===== src/sv/ist_pkg.sv =====
// Shared types and constants of the indexed sequence store.
`timescale 1ns / 1ps
package ist_pkg;

	localparam int TYPE_W  = 3;
	localparam int POS_W   = 17;
	localparam int VALUE_W = 32;
	localparam int STAT_W  = 2;
	localparam int COUNT_W = 9;

	// Request kinds as they arrive on the req_type field.
	localparam logic [TYPE_W-1:0] REQ_READ     = 3'd0;
	localparam logic [TYPE_W-1:0] REQ_INS_HEAD = 3'd1;
	localparam logic [TYPE_W-1:0] REQ_INS_TAIL = 3'd2;
	localparam logic [TYPE_W-1:0] REQ_INS_AT   = 3'd3;
	localparam logic [TYPE_W-1:0] REQ_DELETE   = 3'd4;

	// Result status codes.
	localparam logic [STAT_W-1:0] ST_DONE  = 2'd0;
	localparam logic [STAT_W-1:0] ST_RANGE = 2'd1;
	localparam logic [STAT_W-1:0] ST_FULL  = 2'd2;

	// Value returned by anything but a successful read.
	localparam logic signed [VALUE_W-1:0] VALUE_NONE = -32'sd1;

	typedef enum logic [1:0] {
		OP_READ,
		OP_INSERT,
		OP_DELETE,
		OP_BAD
	} op_t;

	typedef enum logic [2:0] {
		S_IDLE,
		S_CHECK,
		S_READ,
		S_SHIFT,
		S_COMMIT,
		S_RESP
	} state_t;

	typedef struct packed {
		logic load_req;
		logic setup;
		logic shift;
		logic commit;
		logic ld_res;
	} dp_cmd_t;

	typedef struct packed {
		op_t               op;
		logic [STAT_W-1:0] chk;
		logic              busy;
	} dp_sts_t;

endpackage


===== src/sv/ist_ctrl.sv =====
// Controller: sequences one request through check, read or shift and commit, and result.
`timescale 1ns / 1ps
module ist_ctrl (
	input  logic             clk,
	input  logic             arst_n,
	input  logic             in_valid,
	output logic             in_ready,
	output logic             out_valid,
	input  logic             out_ready,
	input  ist_pkg::dp_sts_t sts,
	output ist_pkg::dp_cmd_t cmd
);
	import ist_pkg::*;

	state_t state_q;
	state_t state_nx;
	logic   out_valid_q;
	logic   res_free;

	assign res_free = !out_valid_q || out_ready;

	always_comb begin
		state_nx = state_q;
		unique case (state_q)
			S_IDLE: begin
				if (in_valid) state_nx = S_CHECK;
			end
			S_CHECK: begin
				if (sts.chk != ST_DONE) begin
					state_nx = S_RESP;
				end else if (sts.op == OP_READ) begin
					state_nx = S_READ;
				end else if ((sts.op == OP_INSERT) || (sts.op == OP_DELETE)) begin
					state_nx = S_SHIFT;
				end else begin
					state_nx = S_RESP;
				end
			end
			S_READ: state_nx = S_RESP;
			S_SHIFT: begin
				if (!sts.busy) state_nx = S_COMMIT;
			end
			S_COMMIT: state_nx = S_RESP;
			S_RESP: begin
				if (res_free) state_nx = S_IDLE;
			end
			default: state_nx = S_IDLE;
		endcase
	end

	always_comb begin
		cmd          = '0;
		in_ready     = 1'b0;
		cmd.load_req = (state_q == S_IDLE) && in_valid;
		cmd.setup    = (state_q == S_CHECK);
		cmd.shift    = (state_q == S_SHIFT);
		cmd.commit   = (state_q == S_COMMIT);
		cmd.ld_res   = (state_q == S_RESP) && res_free;
		in_ready     = (state_q == S_IDLE);
	end

	always_ff @(posedge clk or negedge arst_n) begin
		if (!arst_n) begin
			state_q     <= S_IDLE;
			out_valid_q <= 1'b0;
		end else begin
			state_q <= state_nx;
			if (cmd.ld_res) begin
				out_valid_q <= 1'b1;
			end else if (out_ready) begin
				out_valid_q <= 1'b0;
			end
		end
	end

	assign out_valid = out_valid_q;

endmodule


===== config.mk =====
export PLATFORM = sky130hd
export DESIGN_NAME = ist_ctrl
export DESIGN_NICKNAME = d
export VERILOG_FILES = /design/src/sv/ist_pkg.sv /design/src/sv/ist_ctrl.sv
export SDC_FILE = /design/constraint.sdc
export NUM_CORES = 1
export LEC_CHECK = 0
export ABC_AREA = 1
export BUFFER_PORTS_ARGS = -buffer_cell sky130_fd_sc_hd__buf_2
export CAP_MARGIN = 20
export CORE_AREA = 5 5 42 44
export CTS_BUF_LIST = sky130_fd_sc_hd__clkbuf_2
export DETAILED_ROUTE_END_ITERATION = 10
export DIE_AREA = 0 0 47 49
export GPL_TIMING_DRIVEN = 0
export PLACE_DENSITY = 0.52
export SYNTH_ARGS = -nofsm -noshare
export SYNTH_HDL_FRONTEND = slang
export SYNTH_SLANG_ARGS = --single-unit

===== constraint.sdc =====
create_clock -name clk -period 0.9 [get_ports clk]
set_input_delay 0.135 -clock clk [delete_from_list [all_inputs] [get_ports clk]]
set_output_delay 0.135 -clock clk [all_outputs]
set_load 0.005 [all_outputs]

# --- Yosys cells after proc, flatten, opt, wreduce, memory -nomap -nowiden ---
# Cells that the tools add are included.
totals:
  regBits: 4
  inputBits: 9
  out_inout_bits: 7
  word_cells: 32
op_classes:
  eq_ne: 10
  mux: 9
  reduce_logical: 11
ops:
  columns: ["op", "n"]
  rows:
  - ["2-to-1 mux 3 bit", 6]
  - ["one-hot mux 3 bit (5 select lines)", 1]
  - ["== test 3 x 2 -> 1 bit, second input constant", 2]
  - ["== test 3 bit, second input constant", 2]
  - ["inequality test 2 bit, second input constant", 3]
  - ["nonzero test 2 bit", 2]
  - ["== test 3 x 1 -> 1 bit, second input constant", 1]
  - ["logical NOT 3 bit", 1]
  - ["AND reduction 3 bit", 1]
  - ["== test 2 x 1 -> 1 bit, second input constant", 1]
  - ["== test 2 bit, second input constant", 1]
  - ["logical AND 1 bit", 2]
  - ["logical NOT 2 bit", 1]
  - ["logical OR 1 bit", 2]
  - ["2-to-1 mux 1 bit", 2]
  - ["OR reduction 2 bit", 1]
  - ["logical NOT 1 bit", 1]

# --- Depth between registers and ports, before layout ---
# Gate-level depths: netlist (run 1).
logic_depth:
  depth_word: 6
  mapped_depth: 7

# --- Worst setup path before layout (run 1) ---
# OpenSTA, ideal clock, no wires.
synth_timing:
  path_type: "flip-flop to flip-flop"
  startpoint: "register state_q[1]"
  endpoint: "register state_q[2]"
  setup_ps: 116
  arrival_ps: 858
  t_required_ps: 784
  path_slack_ps: -75
  stages_incl_launch_ff: 7
  path_buffers: 0
  cell_sequence: "dfrtp_1 inv_2 nand3_1 o21ai_2 nor2_1 nand2_1 nand2_1"
synth_between:
  elab_chain_len: 3
  word_cells_on_any_way: 12
synth_rtl:
  columns: ["element", "line", "text"]
  rows:
  - ["start, declared", "ist_ctrl.sv:15", "state_t state_q;"]
  - ["start signal, assigned", "ist_ctrl.sv:67", "state_q <= state_nx;"]
  - ["== test 3 bit (tied with other cells)", "ist_ctrl.sv:24", "unique case (state_q)"]
  - ["OR reduction 2 bit (no line) or inequality test 2 bit (tied branches)", null, null]
  - ["one-hot mux 3 bit (5 select lines) or AND reduction 3 bit (tied branches)", null, null]
# Parallel ways exist; a longest one is shown, timed or not.
# A chain may end at the register's enable or synchronous reset.

==> out/metrics.cfg, run 1 <==
[layout]
fillCellCount = 152
drive_gt1_share_pct = 58.73
area_delta_synth_final_pct = 70.48
multi_input_comb_area_um2 = 193.9
area.sequential_um2 = 101.3
finalNetCount = 74
diodes = 0
fin_cells = 79

[power]
irDropWorstVdd_mv = 1.192
p_per_area_nw_per_um2 = 3044
cellLeakagePower_nw = 0.2616

[clock_network]
cts_buffers = 3
clock_latency_ns = 0.21
clkSlewWorstSetupHoldPaths_ns = 0.05
cts_sinks = 4
cts_root_buffer = clkbuf_2
tritoncts = built
cts_buffer_depth = 2
htree_num_levels = 1

[floorplan]
dieWidth_um = 47
design.portCount = 16
initial_core_util_pct = 20.27
num_rows = 14
coreArea_um2 = 1401
die-area_um2 = 2303
die_y_um = 49

[placed_design]
gp_congestion = 0.6558
dp_cells = 71
port_buffers = 15
place_hpwl_um = 576.3
post-place-ws_ns = -0.1741

[worst_setup_path]
crit_fanout = 5
crit_path_end_kind = output port
critPathKind = flop to output port
cp_data_arrival_time_ns = 1.09
worstPathRequired_ns = 0.76
start_kind = flop

[grt]
grt_max_degree = 6
grt_pass1_vias = 314
grt_overflow = 0
grt_pass1_wl_mm = 1.304
antenna_found_initial = 0
grt_usage_pct = 8.045

[route]
viasPerCell = 4.291
postRouteWirelength_um = 779
dr_wl_met3_um = 70
drtPass1Iterations = 2
highest_layer = met3
antenna_left = 0
via_count = 339
wl_met1_um = 301
routedWlPerCell_um = 9.861
wl_met2_um = 407
first_iter_violations = 4
drc = 0

[sta]
relSlewSlack_pct = 84.93
finClkSkew_ns = 0.006147
fin_crit_ns = 1.223
period_share_pct = 135.9
layout_setup_ws_ns = -0.3227
finalMaxSlewViolations = 0
finalSetupViolations = 9
tightest_slew_ns = 0.2241
fmax_ghz = 0.8178
rsz0062_at_grt = true
hold_violations = 0

[logic_synthesis]
synthTopCellsByCount = nand2_1, dfrtp_1, inv_1, nor2_1
yosys_most_used_dff = dfrtp_1
yosysTopAreaCellShare_pct = 35.24
synth_seq_cells = 4
synth.distinct_cells = 17
avgSynthCellArea_um2 = 7.101
ys_warn_count = 0
synth_top_area_cell = dfrtp_1
ys_seq_area_share_pct = 35.24
async_reset_ff_share_pct = 100.0
synth_cells = 40
syn-cell-area_um2 = 284.0
synth_nets = 49
yosysMostFrequentCell = nand2_1
netlist_top_cells_area = dfrtp_1, nand2_1, a21oi_1
synth_edf_count = 0

[run_status]
violations = setup timing
status = finished, violations left

[flow_run]
max_cap_viol_count = 0

[worst_hold_path]
hp-class = input pin to flop

## power by group
part / internal, mW / leakage [nW] / switching (mW) / total (mW)
Clock: 0.0896 / 0.0125 / 0.0724 / 0.162
Sequential: 0.262 / 0.0491 / 0.115 / 0.378
Combinational: 0.447 / 0.200 / 0.487 / 0.935
Total: 0.799 / 0.262 / 0.675 / 1.47
## critical path: stages, from the launching register on
cell and delay [ns]:
dfrtp_1 0.42, inv_2 0.15, nand2_2 0.10, nor2_4 0.10
buf_2 0.12
## kinds of logic after synthesis
kind of cell	after synthesis	share of synthesized area (%)
buffers and inverters	7	9.249
AO/OA/AOI/OAI	6	14.98
flip-flops	4	35.24
AND/OR/NAND/NOR	23	40.53
## layout by cell type (no fill, tap or decap), drive strengths merged
cell type and n:
o31ai 1, o21ai 1, a21oi 3, nor3 1, buf 19, clkbuf 3
dfrtp 4, o21bai 1, nand4 1, nand2 10, nand3 4, nor2 6
inv 7, or2 1, dlygate4sd3 1
## final timing paths
| kind | depth (start not counted) | slack, ns | startpoint | to |
|---|---|---|---|---|
| worst max-delay path | 4 | -0.32 | state_q[2]$_DFFE_PN0P_ | cmd[3] |
| worst max register to register | 7 | -0.26 | state_q[2]$_DFFE_PN0P_ | state_q[2]$_DFFE_PN0P_ |
| min in group asynchronous | 2 | 0.26 | arst_n | state_q[1]$_DFFE_PN0P_ |
| max in group asynchronous | 2 | 0.51 | arst_n | state_q[0]$_DFFE_PN0P_ |
| worst min register to register | 2 | 0.61 | out_valid$_DFFE_PN0P_ | out_valid$_DFFE_PN0P_ |
| worst min-delay path | 4 | 0.23 | sts[1] | state_q[1]$_DFFE_PN0P_ |
## registers in the layout (all words and copies together), names as in the netlist
signal and count:
state_q 3, out_valid 1
## layout make-up
class	count	share of cell area, %
Clock buffer	3	3.101
Timing Repair Buffer	20	25.84
Multi-Input combinational cell	29	40.05
Inverter	7	5.943
Tap cell	16	4.134
Sequential cell	4	20.93
## stage by stage
step	cell area, µm²	setup TNS (ns)	hold WS, ns	power (mW)	util, %
6_report	484.2	-2.229	0.2338	1.474	34.55
5_1_grt	484.2	-2.989	0.2281	1.635	34.55
4_1_cts	437.9	-2.027	0.2205	1.286	31.25
3_5_place_dp	379.1	-0.6383	-0.05648	1.002	27.05
3_3_place_gp	379.1	-0.5836	-0.05806	0.9931	27.05
2_1_floorplan	284.0	-0.09449	-0.1606	0.7734	-
## metal layers
layer	vias to the layer above	GRT usage, %
met2	10	11.54
met1	153	8.850
met3	0	6.273
met4	0	2.765
li1	176	-
met5	-	0
## timing repair
action                                  4_1_cts  5_1_grt
pin swaps                                     2        2
gates resized for setup                       3        9
hold buffers                                  1        0
buffers inserted                              3        1
endpoints found under the setup margin        9       10
endpoints found under the hold margin         4        0
No activity file was read; power rests on OpenSTA's default activity.
==> inputs of run 2 (changes only) <==
PLACE_DENSITY = default   (was 0.52)
SETUP_SLACK_MARGIN = 0.3   (was default)
==> run 2 against run 1 <==
The flow still finishes with violations (setup timing). Critical path type unchanged. Largest cell class unchanged. Maximum frequency rose by 0.32%. Die area did not move. Critical path depth did not move. Cell area rose by 5.2%. Cell count rose by 2.5%. Combinational power rose by 8%. Highest routed layer unchanged. Worst setup slack improved by 0.0039 ns. Clock skew fell by 0.0035 ns. Global-route usage fell by 0.98 points. Sequential share of layout area fell by 1.0 points. Non-clock buffer count rose by 2.
==> out/metrics.cfg, run 2 (synthesis results as in run 1) <==
[worst_setup_path]
endpoint = cmd[3]
reg2regPathDepth = 4  ; -3
crit_path_end_kind = output port
critical_path.startpoint = state_q[2]$_DFFE_PN0P_
slowest_delay_ns = 0.41  ; about the same
worstPathRequired_ns = 0.76  ; about the same
r2r-start = state_q[0]$_DFFE_PN0P_
cp_data_arrival_time_ns = 1.08  ; about the same
path_cells = inv_2 -> nand2_2 -> nor2_4 -> buf_2
start_kind = flop
crit_fanout = 5  ; unchanged
reg2reg_to = state_q[0]$_DFFE_PN0P_
reg2reg_slack_ns = -0.20  ; +0.06 ns
critPathKind = flop to output port
critPathSlowestCell = dfrtp_1

[sta]
finalSetupViolations = 9  ; unchanged
rsz0062_at_grt = true
setup_tns_ns = -2.156  ; +0.07222 ns
relSlewSlack_pct = 84.89  ; about the same
finClkSkew_ns = 0.002666  ; -0.003480 ns
fmax_ghz = 0.8205  ; +0.32%
finalMaxSlewViolations = 0  ; unchanged
period_share_pct = 135.4  ; -0.44 points
fin_crit_ns = 1.219  ; -0.003945 ns
hold_violations = 0  ; unchanged
layout_setup_ws_ns = -0.3188  ; +0.003945 ns
tightest_slew_ns = 0.2266  ; +0.002503 ns

[layout]
mostFrequentLayoutCells = buf_2, nand2_1, nor2_1
layout_commonest_cell = buf_2
drive_gt1_share_pct = 58.46  ; -0.27 points
diodes = 0  ; unchanged
largest_reg_flops = 3  ; unchanged
fillCellCount = 166  ; +9.2%
finalNetCount = 76  ; +2.7%
area_delta_synth_final_pct = 79.30
top_register = state_q

[clock_network]
cts_buffers = 3  ; unchanged
tritoncts = built
cts_sinks = 4  ; unchanged
cts_buffer_depth = 2  ; unchanged
cts_root_buffer = clkbuf_2
clkSlewWorstSetupHoldPaths_ns = 0.04  ; about the same
clock_latency_ns = 0.20  ; about the same
htree_num_levels = 1  ; unchanged

[route]
postRouteWirelength_um = 840  ; +7.8%
drtPass1Iterations = 3  ; +1
first_iter_violations = 4  ; unchanged
wl_met2_um = 452  ; +11%
viasPerCell = 4.222  ; -1.6%
highest_layer = met3
wl_met1_um = 316  ; +5.0%
antenna_left = 0  ; unchanged
routedWlPerCell_um = 10.37  ; +5.2%
dr_wl_met3_um = 71  ; +1.4%
via_count = 342  ; +0.88%
drc = 0  ; unchanged

[floorplan]
coreArea_um2 = 1401  ; unchanged
initial_core_util_pct = 20.27  ; unchanged
dieWidth_um = 47  ; unchanged
design.portCount = 16  ; unchanged
die_y_um = 49  ; unchanged
die-area_um2 = 2303  ; unchanged
num_rows = 14  ; unchanged

[placed_design]
gp_congestion = 0.6578  ; +0.30%
port_buffers = 15  ; unchanged
post-place-ws_ns = -0.1655  ; +0.008553 ns
place_hpwl_um = 561.7  ; -2.5%

[grt]
grt_pass1_vias = 278  ; -11%
grt_usage_pct = 7.062  ; -0.98 points
grt_overflow = 0  ; unchanged
grt_pass1_wl_mm = 1.124  ; -14%
grt_max_degree = 6  ; unchanged
antenna_found_initial = 0  ; unchanged

[power]
p_per_area_nw_per_um2 = 3020  ; -0.80%
irDropWorstVdd_mv = 1.094  ; -8.2%
cellLeakagePower_nw = 0.2772  ; +6.0%
finalPower_mw = 1.538  ; +4.3%

[run_status]
violations = setup timing
status = finished, violations left

[flow_run]
max_cap_viol_count = 0  ; unchanged

[worst_hold_path]
hp-class = input pin to flop

-- run 2: cell type report --
cell class,count,area (µm²),area share (%)
Tap cell,16,20.02,3.931
Multi-Input combinational cell,29,187.7,36.86
Sequential cell,4,101.3,19.90
Clock buffer,3,15.01,2.948
Inverter,7,28.78,5.651
Timing Repair Buffer,22,156.4,30.71
-- run 2: metrics by stage --
step | instances | area [µm²] | util [%] | hold slack [ns]
floorplan | 40 | 284.0 | - | -0.1606
global placement | 71 | 379.1 | 27.05 | -0.05845
detailed placement | 71 | 379.1 | 27.05 | -0.05177
CTS | 78 | 440.4 | 31.43 | 0.2280
global route | 81 | 509.2 | 36.34 | 0.2287
finish | 81 | 509.2 | 36.34 | 0.2427
-- run 2: metal layers --
metal / up-vias / global-route usage (%)
met2: 9 / 8.824
li1: 180 / -
met5: - / 0
met1: 153 / 7.982
met4: 0 / 4.147
met3: 0 / 5.904
-- run 2: how the worst min path moves through the flow --
| stage | slack [ns] | cells after the start | end | startpoint |
|---|---|---|---|---|
| floorplan | -0.16 | 0 | out_valid$_DFFE_PN0P_ | arst_n |
| global placement | -0.06 | 1 | out_valid$_DFFE_PN0P_ | arst_n |
| detailed placement | -0.05 | 1 | state_q[0]$_DFFE_PN0P_ | arst_n |
| CTS | 0.23 | 4 | state_q[1]$_DFFE_PN0P_ | sts[1] |
| global route | 0.23 | 3 | state_q[0]$_DFFE_PN0P_ | in_valid |
| finish | 0.24 | 4 | out_valid$_DFFE_PN0P_ | out_ready |
-- run 2: what timing repair did --
action,in CTS,in global routing
hold buffers,1,0
setup endpoints to repair,11,11
gates resized for setup,4,7
setup buffers,3,3
hold endpoints to repair,4,0
pin swaps,0,0
-- run 2: power by group --
group	leakage (nW)	total [mW]	internal [mW]	switching, mW
logic	0.216	1.01	0.520	0.494
clock network	0.0125	0.160	0.0896	0.0706
registers	0.0491	0.363	0.262	0.101
total	0.277	1.54	0.872	0.666
-- run 2: worst max-delay path, delay by kind of cell (launching register included) --
family                 cells  cell delay, ns
and+or+nand+nor            2            0.22
buffers and inverters      2            0.25
DFF                        1            0.41
==> inputs of run 3 (changes only) <==
ABC_AREA = default   (was 1)
RECOVER_POWER = 100   (was default)
==> run 3 against run 2 <==
Cell area rose by 12%. Synthesized area rose by 1.8%. Largest power group unchanged. Cell count fell by 4.9%. The flow still finishes with violations (setup timing). Sequential power fell by 5%. Critical path type unchanged.
==> out/metrics.cfg, run 3 <==
[layout]
finalInstanceArea_um2 = 568.0  ; +12%
drive_gt1_share_pct = 70.49  ; +12 points
largest_reg_flops = 3  ; unchanged
top_register = state_q
diodes = 0  ; unchanged
area_delta_synth_final_pct = 96.54
layout_commonest_cell = buf_2
finalNetCount = 71  ; -6.6%
fin_cells = 77  ; -4.9%
mostFrequentLayoutCells = buf_2, buf_6, buf_4

[sta]
finalSetupViolations = 9  ; unchanged
tightest_slew_ns = 0.3205  ; +0.09391 ns
rsz0062_at_grt = true
finalMaxSlewViolations = 0  ; unchanged
setup_tns_ns = -2.453  ; -0.2961 ns
fin_crit_ns = 1.242  ; +0.02308 ns
period_share_pct = 138.0  ; +2.6 points
hold_violations = 0  ; unchanged
layout_setup_ws_ns = -0.3419  ; -0.02308 ns
fmax_ghz = 0.8052  ; -1.9%
finClkSkew_ns = 0.009393  ; +0.006726 ns
relSlewSlack_pct = 78.43  ; -6.5 points
fin_hold_ws_ns = 0.1899  ; -0.05274 ns

[logic_synthesis]
yosysMostFrequentCell = dfrtp_1
synth_edf_count = 0  ; unchanged
yosys_most_used_dff = dfrtp_1
synth.distinct_cells = 24  ; +7
synthTopCellsByCount = dfrtp_1, nor2_1, nand2_1, nand2b_4
synth_cells = 31  ; -23%
synth_seq_cells = 4  ; unchanged
syn-cell-area_um2 = 289.0  ; +1.8%
ys_seq_area_share_pct = 34.63  ; -0.61 points
async_reset_ff_share_pct = 100.0  ; unchanged
synth_nets = 40  ; -18%
avgSynthCellArea_um2 = 9.323  ; +31%
ys_warn_count = 0  ; unchanged
synth_top_area_cell = dfrtp_1
yosysTopAreaCellShare_pct = 34.63  ; -0.61 points
netlist_top_cells_area = dfrtp_1, nand2b_4, buf_6

[clock_network]
htree_num_levels = 1  ; unchanged
cts_buffer_depth = 2  ; unchanged
clkSlewWorstSetupHoldPaths_ns = 0.06  ; +0.02 ns
tritoncts = built
cts_buffers = 3  ; unchanged
clock_latency_ns = 0.22  ; +0.02 ns
cts_root_buffer = clkbuf_2
cts_sinks = 4  ; unchanged

[worst_setup_path]
critical_path.startpoint = state_q[2]$_DFFE_PN0P_
reg2reg_slack_ns = -0.31  ; -0.11 ns
critPathSlowestCell = dfrtp_2
crit_fanout = 5  ; unchanged
reg2reg_to = state_q[0]$_DFFE_PN0P_
reg2regPathDepth = 5  ; +1
path_cells = nor3_4 -> and2_1 -> buf_2
critPathKind = flop to output port
critPathTopFamily = flip-flops
crit_path_end_kind = output port
worstPathRequired_ns = 0.76  ; about the same
endpoint = cmd[4]
slowest_delay_ns = 0.45  ; +0.04 ns
start_kind = flop
cp_data_arrival_time_ns = 1.11  ; +0.03 ns
cp.depth = 3  ; -1
r2r-start = state_q[1]$_DFFE_PN0P_
path_buf_inv = 1  ; -1

[power]
irDropWorstVdd_mv = 1.264  ; +16%
cellLeakagePower_nw = 0.2917  ; +5.2%
p_per_area_nw_per_um2 = 2998  ; -0.71%

[grt]
grt_pass1_wl_mm = 1.352  ; +20%
grt_usage_pct = 8.481  ; +1.4 points
grt_overflow = 0  ; unchanged
antenna_found_initial = 0  ; unchanged
grt_pass1_vias = 327  ; +18%
grt_max_degree = 8  ; +2

[route]
drc = 0  ; unchanged
postRouteWirelength_um = 863  ; +2.7%
via_count = 337  ; -1.5%
drtPass1Iterations = 1  ; -2
antenna_left = 0  ; unchanged
first_iter_violations = 0  ; -4
viasPerCell = 4.377  ; +3.7%
routedWlPerCell_um = 11.21  ; +8.1%

[placed_design]
dp_cells = 62  ; -13%
place_area_um2 = 407.9  ; +7.6%
gp_congestion = 0.6552  ; -0.40%
place_hpwl_um = 587.1  ; +4.5%
post-place-ws_ns = -0.1552  ; +0.01035 ns
port_buffers = 15  ; unchanged

[floorplan]
die_y_um = 49  ; unchanged
coreArea_um2 = 1401  ; unchanged
design.portCount = 16  ; unchanged
dieWidth_um = 47  ; unchanged
num_rows = 14  ; unchanged
die-area_um2 = 2303  ; unchanged
initial_core_util_pct = 20.62  ; +0.36 points

[run_status]
status = finished, violations left
violations = setup timing

[flow_run]
max_cap_viol_count = 0  ; unchanged

[worst_hold_path]
hp-class = input pin to flop

[run 3: routing by layer]
layer	GRT usage, %	wire [µm]
met3	2.952	64
met5	0	0
met2	11.99	416
met4	6.912	14
met1	9.778	367
[run 3: worst min path at each step]
stage | endpoint | from | cells after the start | slack [ns]
finish | state_q[1]$_DFFE_PN0P_ | sts[0] | 3 | 0.19
floorplan | out_valid$_DFFE_PN0P_ | arst_n | 0 | -0.16
global route | state_q[1]$_DFFE_PN0P_ | sts[0] | 3 | 0.18
global placement | out_valid$_DFFE_PN0P_ | arst_n | 1 | -0.06
detailed placement | out_valid$_DFFE_PN0P_ | arst_n | 1 | -0.05
CTS | state_q[1]$_DFFE_PN0P_ | sts[0] | 3 | 0.18
[run 3: cell families (layout without fill, tap and decap cells)]
family	Yosys count	in the layout	synth area share [%]
flip-flops	4	4	34.63
AO/OA/AOI/OAI	7	7	19.92
AND/OR/NAND/NOR	17	17	38.54
buffers and inverters	3	33	6.923
[run 3: power by group]
group	internal [mW]	leakage [nW]	switching [mW]
Sequential	0.263	0.0472	0.0821
Clock	0.117	0.0166	0.0900
Combinational	0.677	0.228	0.474
[run 3: tightest hold or removal path: cells and delay by family]
| family | cells | cell delay, ns |
|---|---|---|
| AND/OR/NAND/NOR | 1 | 0.07 |
| AO/OA/AOI/OAI | 1 | 0.05 |
| buffers and inverters | 1 | 0.12 |
[run 3: repair_timing]
action / CTS / global route
gates cloned: 0 / 0
resized for setup: 7 / 7
hold endpoints to repair: 4 / 0
setup buffers: 4 / 6
setup endpoints to repair: 11 / 11
hold buffers: 1 / 0
pin swaps: 4 / 5
[run 3: layout make-up]
class	instances	area [µm²]
Clock buffer	4	20.02
Sequential cell	4	101.3
Buffer	2	22.52
Timing Repair Buffer	26	177.7
Inverter	1	8.758
Tap cell	16	20.02
Fill cell	149	833.3
Multi-Input combinational cell	24	217.7
[run 3: through the flow]
| step | util [%] | power (mW) |
|---|---|---|
| floorplan | - | 0.8197 |
| global placement | 29.11 | 1.027 |
| detailed placement | 29.11 | 1.036 |
| CTS | 35.45 | 1.430 |
| global route | 40.54 | 1.837 |
| finish | 40.54 | 1.703 |
